===== config.mk =====
export PLATFORM = sky130hd
export DESIGN_NAME = rep_string_op_sequencer_unit
export DESIGN_NICKNAME = d
export VERILOG_FILES = /design/src/hdl/rsos_pkg.sv /design/src/hdl/rsos_front.sv /design/src/hdl/rsos_queue.sv /design/src/hdl/rsos_back.sv /design/src/hdl/rep_string_op_sequencer_unit.sv
export SDC_FILE = /design/constraint.sdc
export NUM_CORES = 1
export LEC_CHECK = 0
export BUFFER_PORTS_ARGS = -buffer_cell sky130_fd_sc_hd__buf_2
export CAP_MARGIN = 20
export CORE_MARGIN = 1.5
export CORE_UTILIZATION = 25
export DETAILED_ROUTE_END_ITERATION = 12
export GPL_TIMING_DRIVEN = 0
export HOLD_SLACK_MARGIN = 0.1
export PLACE_DENSITY = 0.45
export SLEW_MARGIN = 20
export SYNTH_ARGS = -nofsm -noshare
export SYNTH_HDL_FRONTEND = slang
export SYNTH_SLANG_ARGS = --single-unit

===== constraint.sdc =====
create_clock -name clk -period 10 [get_ports clk]
set_input_delay 2 -clock clk [delete_from_list [all_inputs] [get_ports clk]]
set_output_delay 2 -clock clk [all_outputs]
set_load 0.01 [all_outputs]

===== src/hdl/rsos_pkg.sv =====
package rsos_pkg;

    localparam int ADDR_BITS_DEF = 24;
    localparam int ADDR_W        = 24;
    localparam int QUEUE_DEPTH   = 2;

    localparam logic [3:0] OP_INS        = 4'd0;
    localparam logic [3:0] OP_OUTS       = 4'd1;
    localparam logic [3:0] OP_MOVS       = 4'd2;
    localparam logic [3:0] OP_LODS       = 4'd3;
    localparam logic [3:0] OP_STOS       = 4'd4;
    localparam logic [3:0] OP_REPE_CMPS  = 4'd5;
    localparam logic [3:0] OP_REPNE_CMPS = 4'd6;
    localparam logic [3:0] OP_REPE_SCAS  = 4'd7;
    localparam logic [3:0] OP_REPNE_SCAS = 4'd8;

    localparam logic OPER_START   = 1'b0;
    localparam logic OPER_ELEMENT = 1'b1;

    typedef struct packed {
        logic        operation;
        logic [3:0]  string_op;
        logic        word_size;
        logic        direction_down;
        logic [15:0] start_count;
        logic [15:0] source_offset;
        logic [15:0] dest_offset;
        logic [23:0] source_base;
        logic [23:0] dest_base;
        logic [15:0] first_data;
        logic [15:0] second_data;
        logic        budget_spent;
    } in_item_t;

    typedef struct packed {
        logic [23:0] source_address;
        logic [23:0] dest_address;
        logic [15:0] store_data;
        logic        store_enable;
        logic [7:0]  status_flags;
        logic        overflow_flag;
        logic [15:0] count_left;
        logic [15:0] source_offset_now;
        logic [15:0] dest_offset_now;
        logic [15:0] accumulator_now;
        logic        finished;
        logic        suspended;
    } out_item_t;

    // classified beat passed from front to back
    typedef struct packed {
        logic     is_start;
        logic     zero_run;
        in_item_t item;
    } queue_item_t;

endpackage


===== src/hdl/rsos_front.sv =====
module rsos_front (
    input  rsos_pkg::in_item_t    item,
    output rsos_pkg::queue_item_t entry
);
    import rsos_pkg::*;

    always_comb
    begin
        entry.item     = item;
        entry.is_start = (item.operation == OPER_START);
        // empty count or unknown op ends at once
        entry.zero_run = (item.start_count == 16'd0) || (item.string_op > OP_REPNE_SCAS);
    end

endmodule


===== src/hdl/rsos_queue.sv =====
module rsos_queue #(
    parameter int DEPTH = rsos_pkg::QUEUE_DEPTH
) (
    input  logic                   clk,
    input  logic                   rst_n,
    input  logic                   push,
    input  rsos_pkg::queue_item_t  push_data,
    output logic                   full,
    input  logic                   pop,
    output logic                   head_valid,
    output rsos_pkg::queue_item_t  head_data
);
    import rsos_pkg::*;

    localparam int PTR_W = (DEPTH > 1) ? $clog2(DEPTH) : 1;
    localparam int CNT_W = $clog2(DEPTH + 1);

    queue_item_t mem_reg [DEPTH];
    logic [PTR_W-1:0] wr_ptr_reg, wr_ptr_next;
    logic [PTR_W-1:0] rd_ptr_reg, rd_ptr_next;
    logic [CNT_W-1:0] count_reg, count_next;

    assign full       = (count_reg == CNT_W'(DEPTH));
    assign head_valid = (count_reg != '0);
    assign head_data  = mem_reg[rd_ptr_reg];

    always_comb
    begin
        wr_ptr_next = wr_ptr_reg;
        rd_ptr_next = rd_ptr_reg;
        count_next  = count_reg;
        if (push)
        begin
            wr_ptr_next = (wr_ptr_reg == PTR_W'(DEPTH - 1)) ? '0 : wr_ptr_reg + 1'b1;
        end
        if (pop)
        begin
            rd_ptr_next = (rd_ptr_reg == PTR_W'(DEPTH - 1)) ? '0 : rd_ptr_reg + 1'b1;
        end
        if (push && !pop)
        begin
            count_next = count_reg + 1'b1;
        end
        else if (pop && !push)
        begin
            count_next = count_reg - 1'b1;
        end
    end

    always_ff @(posedge clk or negedge rst_n)
    begin
        if (!rst_n)
        begin
            wr_ptr_reg <= '0;
            rd_ptr_reg <= '0;
            count_reg  <= '0;
        end
        else
        begin
            wr_ptr_reg <= wr_ptr_next;
            rd_ptr_reg <= rd_ptr_next;
            count_reg  <= count_next;
        end
    end

    always_ff @(posedge clk)
    begin
        if (push)
        begin
            mem_reg[wr_ptr_reg] <= push_data;
        end
    end

endmodule


===== src/hdl/rsos_back.sv =====
module rsos_back #(
    parameter int ADDR_BITS = rsos_pkg::ADDR_BITS_DEF
) (
    input  logic                  clk,
    input  logic                  rst_n,
    input  logic                  head_valid,
    input  rsos_pkg::queue_item_t head_data,
    output logic                  pop,
    output logic                  result_valid,
    input  logic                  result_stall,
    output rsos_pkg::out_item_t   result
);
    import rsos_pkg::*;

    localparam logic [ADDR_W-1:0] ADDR_MASK = (ADDR_BITS >= ADDR_W) ? {ADDR_W{1'b1}}
                                              : ADDR_W'((64'd1 << ADDR_BITS) - 64'd1);

    logic        busy_reg, busy_next;
    logic [3:0]  op_kind_reg, op_kind_next;
    logic        word_mode_reg, word_mode_next;
    logic        going_down_reg, going_down_next;
    logic [15:0] count_reg, count_next;
    logic [15:0] src_index_reg, src_index_next;
    logic [15:0] dst_index_reg, dst_index_next;
    logic [23:0] src_segment_reg, src_segment_next;
    logic [23:0] dst_segment_reg, dst_segment_next;
    logic [15:0] acc_reg, acc_next;

    logic        result_valid_reg, result_valid_next;
    out_item_t   result_reg, result_next;

    logic        produce;
    logic        is_cmp, is_scas, is_repe;
    logic [15:0] d1, d2, step, cmp_a, store;
    logic [16:0] diff;
    logic        st_en, fin, susp, ovf;
    logic        cf, pf, af, zf, sf;
    logic [7:0]  flags;
    logic [24:0] src_sum, dst_sum;

    assign produce = head_data.is_start || busy_reg;
    assign pop     = head_valid && (!result_valid_reg || !result_stall);

    always_comb
    begin
        busy_next        = busy_reg;
        op_kind_next     = op_kind_reg;
        word_mode_next   = word_mode_reg;
        going_down_next  = going_down_reg;
        count_next       = count_reg;
        src_index_next   = src_index_reg;
        dst_index_next   = dst_index_reg;
        src_segment_next = src_segment_reg;
        dst_segment_next = dst_segment_reg;
        acc_next         = acc_reg;

        d1      = word_mode_reg ? head_data.item.first_data
                                : {8'h00, head_data.item.first_data[7:0]};
        d2      = word_mode_reg ? head_data.item.second_data
                                : {8'h00, head_data.item.second_data[7:0]};
        step    = word_mode_reg ? 16'd2 : 16'd1;
        if (going_down_reg)
        begin
            step = 16'(16'd0 - step);
        end
        is_cmp  = (op_kind_reg == OP_REPE_CMPS) || (op_kind_reg == OP_REPNE_CMPS);
        is_scas = (op_kind_reg == OP_REPE_SCAS) || (op_kind_reg == OP_REPNE_SCAS);
        is_repe = (op_kind_reg == OP_REPE_CMPS) || (op_kind_reg == OP_REPE_SCAS);

        // compare subtract
        cmp_a = is_cmp ? d1 : (word_mode_reg ? acc_reg : {8'h00, acc_reg[7:0]});
        diff  = {1'b0, cmp_a} - {1'b0, d2};
        cf    = word_mode_reg ? diff[16] : diff[8];
        af    = cmp_a[4] ^ d2[4] ^ diff[4];
        pf    = ~^diff[7:0];
        zf    = word_mode_reg ? (diff[15:0] == 16'd0) : (diff[7:0] == 8'd0);
        sf    = word_mode_reg ? diff[15] : diff[7];
        ovf   = word_mode_reg ? ((cmp_a[15] ^ diff[15]) & (cmp_a[15] ^ d2[15]))
                              : ((cmp_a[7] ^ diff[7]) & (cmp_a[7] ^ d2[7]));
        flags = {sf, zf, 1'b0, af, 1'b0, pf, 1'b0, cf};

        store = 16'd0;
        st_en = 1'b0;
        fin   = 1'b0;
        susp  = 1'b0;

        if (head_data.is_start)
        begin
            op_kind_next     = head_data.item.string_op;
            word_mode_next   = head_data.item.word_size;
            going_down_next  = head_data.item.direction_down;
            count_next       = head_data.item.start_count;
            src_index_next   = head_data.item.source_offset;
            dst_index_next   = head_data.item.dest_offset;
            src_segment_next = head_data.item.source_base;
            dst_segment_next = head_data.item.dest_base;
            acc_next         = head_data.item.first_data;
            busy_next        = !head_data.zero_run;
            fin              = head_data.zero_run;
            flags            = 8'h00;
            ovf              = 1'b0;
        end
        else
        begin
            case (op_kind_reg)
                OP_INS, OP_OUTS, OP_MOVS:
                begin
                    store = d1;
                    st_en = 1'b1;
                end
                OP_LODS:
                begin
                    acc_next = word_mode_reg ? d1 : {acc_reg[15:8], d1[7:0]};
                end
                OP_STOS:
                begin
                    store = word_mode_reg ? acc_reg : {8'h00, acc_reg[7:0]};
                    st_en = 1'b1;
                end
                default:
                begin
                    store = 16'd0;
                end
            endcase
            if (!(is_cmp || is_scas))
            begin
                flags = 8'h00;
                ovf   = 1'b0;
            end
            if ((op_kind_reg == OP_OUTS) || (op_kind_reg == OP_MOVS)
                || (op_kind_reg == OP_LODS) || is_cmp)
            begin
                src_index_next = src_index_reg + step;
            end
            if ((op_kind_reg == OP_INS) || (op_kind_reg == OP_MOVS)
                || (op_kind_reg == OP_STOS) || is_cmp || is_scas)
            begin
                dst_index_next = dst_index_reg + step;
            end
            count_next = count_reg - 16'd1;
            if (count_next == 16'd0)
            begin
                fin = 1'b1;
            end
            else if (is_cmp || is_scas)
            begin
                fin = is_repe ? !zf : zf;
            end
            else if ((op_kind_reg == OP_MOVS) || (op_kind_reg == OP_LODS)
                     || (op_kind_reg == OP_STOS))
            begin
                susp = head_data.item.budget_spent;
            end
            if (fin || susp)
            begin
                busy_next = 1'b0;
            end
        end

        src_sum = {1'b0, src_segment_next} + {9'd0, src_index_next};
        dst_sum = {1'b0, dst_segment_next} + {9'd0, dst_index_next};

        result_next.source_address    = (op_kind_next == OP_INS) ? {8'h00, src_index_next}
                                        : (src_sum[ADDR_W-1:0] & ADDR_MASK);
        result_next.dest_address      = (op_kind_next == OP_OUTS) ? {8'h00, dst_index_next}
                                        : (dst_sum[ADDR_W-1:0] & ADDR_MASK);
        result_next.store_data        = store;
        result_next.store_enable      = st_en;
        result_next.status_flags      = flags;
        result_next.overflow_flag     = ovf;
        result_next.count_left        = count_next;
        result_next.source_offset_now = src_index_next;
        result_next.dest_offset_now   = dst_index_next;
        result_next.accumulator_now   = acc_next;
        result_next.finished          = fin;
        result_next.suspended         = susp;
    end

    always_comb
    begin
        if (pop && produce)
        begin
            result_valid_next = 1'b1;
        end
        else if (!result_stall)
        begin
            result_valid_next = 1'b0;
        end
        else
        begin
            result_valid_next = result_valid_reg;
        end
    end

    always_ff @(posedge clk or negedge rst_n)
    begin
        if (!rst_n)
        begin
            busy_reg         <= 1'b0;
            op_kind_reg      <= '0;
            word_mode_reg    <= 1'b0;
            going_down_reg   <= 1'b0;
            count_reg        <= '0;
            src_index_reg    <= '0;
            dst_index_reg    <= '0;
            src_segment_reg  <= '0;
            dst_segment_reg  <= '0;
            acc_reg          <= '0;
            result_valid_reg <= 1'b0;
        end
        else
        begin
            result_valid_reg <= result_valid_next;
            if (pop && produce)
            begin
                busy_reg        <= busy_next;
                op_kind_reg     <= op_kind_next;
                word_mode_reg   <= word_mode_next;
                going_down_reg  <= going_down_next;
                count_reg       <= count_next;
                src_index_reg   <= src_index_next;
                dst_index_reg   <= dst_index_next;
                src_segment_reg <= src_segment_next;
                dst_segment_reg <= dst_segment_next;
                acc_reg         <= acc_next;
            end
        end
    end

    always_ff @(posedge clk)
    begin
        if (pop && produce)
        begin
            result_reg <= result_next;
        end
    end

    assign result_valid = result_valid_reg;
    assign result       = result_reg;

    a_fin_susp_exclusive: assert property (@(posedge clk) disable iff (!rst_n)
        result_valid_reg |-> !(result_reg.finished && result_reg.suspended))
        else $error("finished and suspended both set");

    a_empty_start_idles: assert property (@(posedge clk) disable iff (!rst_n)
        (pop && head_data.is_start && head_data.zero_run) |=> !busy_reg)
        else $error("empty run left sequencer busy");

    a_store_no_flags: assert property (@(posedge clk) disable iff (!rst_n)
        (result_valid_reg && result_reg.store_enable) |-> (result_reg.status_flags == 8'h00))
        else $error("flags set on a storing beat");

endmodule


===== src/hdl/rep_string_op_sequencer_unit.sv =====
// a beat taken is first written into the queue, then its result is registered in the back end
// throughput: one beat per cycle while result_stall does not hold the result, set by the element step in the back end
// a two-entry queue between front and back lets input and output stall independently
// element beats arriving while no instruction runs are consumed without a result
// reset: asynchronous active-low rst_n clears the queue, the sequencer state and result valid
module rep_string_op_sequencer_unit #(
    parameter int ADDR_BITS = rsos_pkg::ADDR_BITS_DEF
) (
    input  logic                clk,
    input  logic                rst_n,
    input  logic                item_valid,
    output logic                item_stall,
    input  rsos_pkg::in_item_t  item,
    output logic                result_valid,
    input  logic                result_stall,
    output rsos_pkg::out_item_t result
);
    import rsos_pkg::*;

    queue_item_t entry;
    queue_item_t head_data;
    logic        full;
    logic        push;
    logic        pop;
    logic        head_valid;

    assign item_stall = full;
    assign push       = item_valid && !full;

    rsos_front u_front (
        .item  (item),
        .entry (entry)
    );

    rsos_queue #(
        .DEPTH (QUEUE_DEPTH)
    ) u_queue (
        .clk        (clk),
        .rst_n      (rst_n),
        .push       (push),
        .push_data  (entry),
        .full       (full),
        .pop        (pop),
        .head_valid (head_valid),
        .head_data  (head_data)
    );

    rsos_back #(
        .ADDR_BITS (ADDR_BITS)
    ) u_back (
        .clk          (clk),
        .rst_n        (rst_n),
        .head_valid   (head_valid),
        .head_data    (head_data),
        .pop          (pop),
        .result_valid (result_valid),
        .result_stall (result_stall),
        .result       (result)
    );

endmodule

==> summary.md <==
| Metric | Value |
|---|---|
| Max reg flops | approximately 270 |
| CP Capture Type | register |
| Fin. Hold Viols | 0 |
| RSZ-0062 raised after global routing | no |
| Layout Cell Area excl Fill | 0.0314 mm² |
| Std cell rows | around 120 |
| Gate Count Post-Synth | approximately 2100 |
| Most common cell in the netlist | edfxtp_1 |
| Max Freq | about 120 MHz |
| Routed wire per std cell | approximately 22 µm |
| Post-synth cell types | 86 |
| Share of cells above drive strength 1 | a little under a quarter |
| Clock root buffer | clkbuf_16 |
| Starting Density | roughly 25% |
| RR Startpoint | u_queue.rd_ptr_reg |
| EDFF count, synth | ~410 |
| Top post-synthesis cells by area | edfxtp_1 (48%), dfrtp_1 (12%), mux2_2 (5.8%) |
| Register area share after synthesis | just under 60% |
| Synth warnings | 0 |
| Nets | 2684 |
| Worst Skew | 0.0228 ns |
| Antenna-violating nets left | 0 |
| GPL Wtd Cong | around 0.85 |
| CTS clock-pin slew for the worst setup and hold paths | about 0.060 ns |
| Initial antenna violation count | 37 |
| Post-synth top area share | 47.6% |
| Worst setup path startpoint | u_queue.rd_ptr_reg |
| Area delta synth->final | 21.0% |
| Die Span Y | 325 µm |
| Initial drt markers | 1075 |
| Synthesized area per cell | approximately 12 µm² |
| Final WL | ~86000 µm |
| Slew HR | 18.9% |
| Max Root-Sink Buffers | 3 |
| TritonCTS buffer count | a little under 60 |
| Tmin final | approximately 8 ns |
| Min Hold Slack | between 0.4 and 0.5 ns |
| CTS Sinks | about 540 |
| Max-slew violations | 0 |
| Maximum number of pins on one net before global-route repair | just over 70 |
| Synth Cell Area | around 0.026 mm² |
| Cts hold-fix bufs | 0 |
| Slew @ Worst Pin | roughly 1.2 ns |
| Synthesized flop and latch total | 535 |
| First-pass GRT wire length | about 120000 µm |
| Primary FF master, synth | edfxtp_1 |
| Critical path arrival | roughly 8.6 ns |
| Hold wc startpoint | u_back.dst_segment_reg[17] |
| Status | complete, no violations |
| Asr flop ratio synth | around 23% |
| I/O pin cnt | roughly 280 |
| Total core area | 0.102 mm² |
| Required time worst endpoint | about 11 ns |
| Routed vias/inst | 4.63 |
| Post-CTS Setup Bufs | 0 |
| H-Tree Depth | 2 |
| Gr usage total | about 16% |
| Synth area leader | edfxtp_1 |
| Drc violations | 0 |
| Crit start category | register |
| Final worst-path cycle share | roughly 80% |
| Worst-Skew Late Latency | approximately 0.63 ns |
| Post-synth top cells | edfxtp_1 (411), nand2_1 (251), nor2_1 (140), mux2_2 (134), o21ai_0 (133) |
| CTS tree | yes |
| Vias | around 18000 |
| First-pass iteration count of the detailed router | 5 |
| Die W | between 300 and 400 µm |
| Die area | approximately 0.11 mm² |
| Cell Area, Placed | between 0.02 and 0.03 mm² |
| CP max FO | 10 |
| Setup violations, final | 0 |
| Vias in the first global route | 18187 |
| Hold WC Path Type | reg -> reg |
| Final HPWL DP | 65000 µm |
| Max-Cap Viols | 0 |
| Grt total ovfl | 0 |
| Gates resized, CTS repair | 0 |
| Kind of critical path | reg -> reg |
| PortBufs | 278 |
-- worst paths after layout --
| check | to | slack (ns) | cells past startpoint |
|---|---|---|---|
| setup / recovery | u_back.busy_reg | 1.91 | 24 |
| hold / removal | u_back.dst_segment_reg[17] | 0.48 | 2 |
| setup reg to reg | u_back.busy_reg | 1.91 | 24 |
| hold reg to reg | u_back.dst_segment_reg[17] | 0.48 | 2 |
| max in group asynchronous | u_back.src_segment_reg[4] | 7.85 | 2 |
| min in group asynchronous | u_queue.count_reg[0] | 1.30 | 1 |
-- metrics by stage --
step                      setup slack [ns]  utilization, %  TNS (ns)  std cells
after floorplan                       1.59               -         0       2098
after global placement               -3.22            28.4   -576.18       3744
after detailed placement              1.66            28.8         0       3761
after CTS                             1.67            30.6         0       3867
after global routing                  1.39            30.6         0       3874
final                                 1.91            30.6         0       3874
-- logic make-up after synthesis --
logic type                 count (synthesis)  synth area share, %
xor gates and xnor gates                  82                 2.77
and+or+nand+nor                          565                 9.77
muxes                                    246                 10.3
AOI/OAI and AO/OA                        426                 10.5
buffers and inverters                    150                 2.55
other                                      1               0.0145
adders and majority gates                 91                 4.54
DFF                                      535                 59.6
-- cells in the final DEF (no fill, tap or decap), types with 9 or more instances in the layout --
cell type / synthesis / final
edfxtp_1: 411 / 411
buf_2: 18 / 295
nand2_1: 251 / 251
nor2_1: 140 / 139
mux2_2: 134 / 134
o21ai_0: 133 / 132
dfrtp_1: 124 / 123
mux2i_1: 108 / 108
a21oi_1: 107 / 106
ha_1: 86 / 86
clkbuf_1: 59 / 65
clkbuf_16: 0 / 59
inv_1: 54 / 54
xnor2_1: 48 / 48
nor3_1: 39 / 37
xor2_1: 34 / 34
a21o_1: 23 / 23
nand3_1: 22 / 22
nor2b_1: 21 / 21
a211oi_1: 20 / 20
nand2b_1: 18 / 18
a22oi_1: 18 / 18
o21a_1: 17 / 17
a31oi_1: 17 / 16
o211ai_1: 14 / 14
clkinv_2: 0 / 13
or3_1: 11 / 11
o31ai_1: 10 / 10
buf_1: 9 / 9
and3_1: 10 / 9
a211o_1: 9 / 9
nor4_1: 9 / 9
clkinv_1: 0 / 9
buf_12: 0 / 9
-- area by class of cell --
| class | count | area [µm²] |
|---|---|---|
| clock buffer | 70 | 1530 |
| buffer | 96 | 467 |
| sequential | 535 | 15400 |
| multi-input combinational | 1413 | 9860 |
| antenna | 7 | 17.5 |
| inverter | 54 | 203 |
| clock inverter | 36 | 365 |
| timing repair buffer | 295 | 1760 |
| tap | 1368 | 1710 |
| fill | 10359 | 71000 |
-- critical path, stage by stage, from the launching register on --
cell and delay (ns):
dfrtp_1 0.34, buf_6 0.17, buf_2 0.37, buf_2 0.51
buf_2 0.43, buf_2 0.48, buf_1 0.68, buf_2 0.50
mux2i_1 0.34, ha_1 0.28, nor2b_1 0.14, o31a_1 0.30
o21ai_1 0.38, xor2_1 0.30, ha_1 0.21, nand4_1 0.21
a211oi_1 0.36, o211ai_1 0.16, nor4_1 0.21, nand4b_1 0.14
o41ai_1 0.29, nand3_1 0.31, mux2i_1 0.21, o31ai_1 0.29
mux2_1 0.35
-- layer usage --
metal | track usage (%) | vias to the layer above | share of wire, %
li1 | - | 8476 | -
met1 | 19.6 | 8823 | 42
met2 | 26.4 | 416 | 48
met3 | 4.13 | 175 | 6.0
met4 | 6.23 | 38 | 3.6
met5 | 0 | - | 0.25
Power is left out: the tool's default activity adds up to more than one toggle a clock period on the data nets, which glitch-free logic cannot reach.
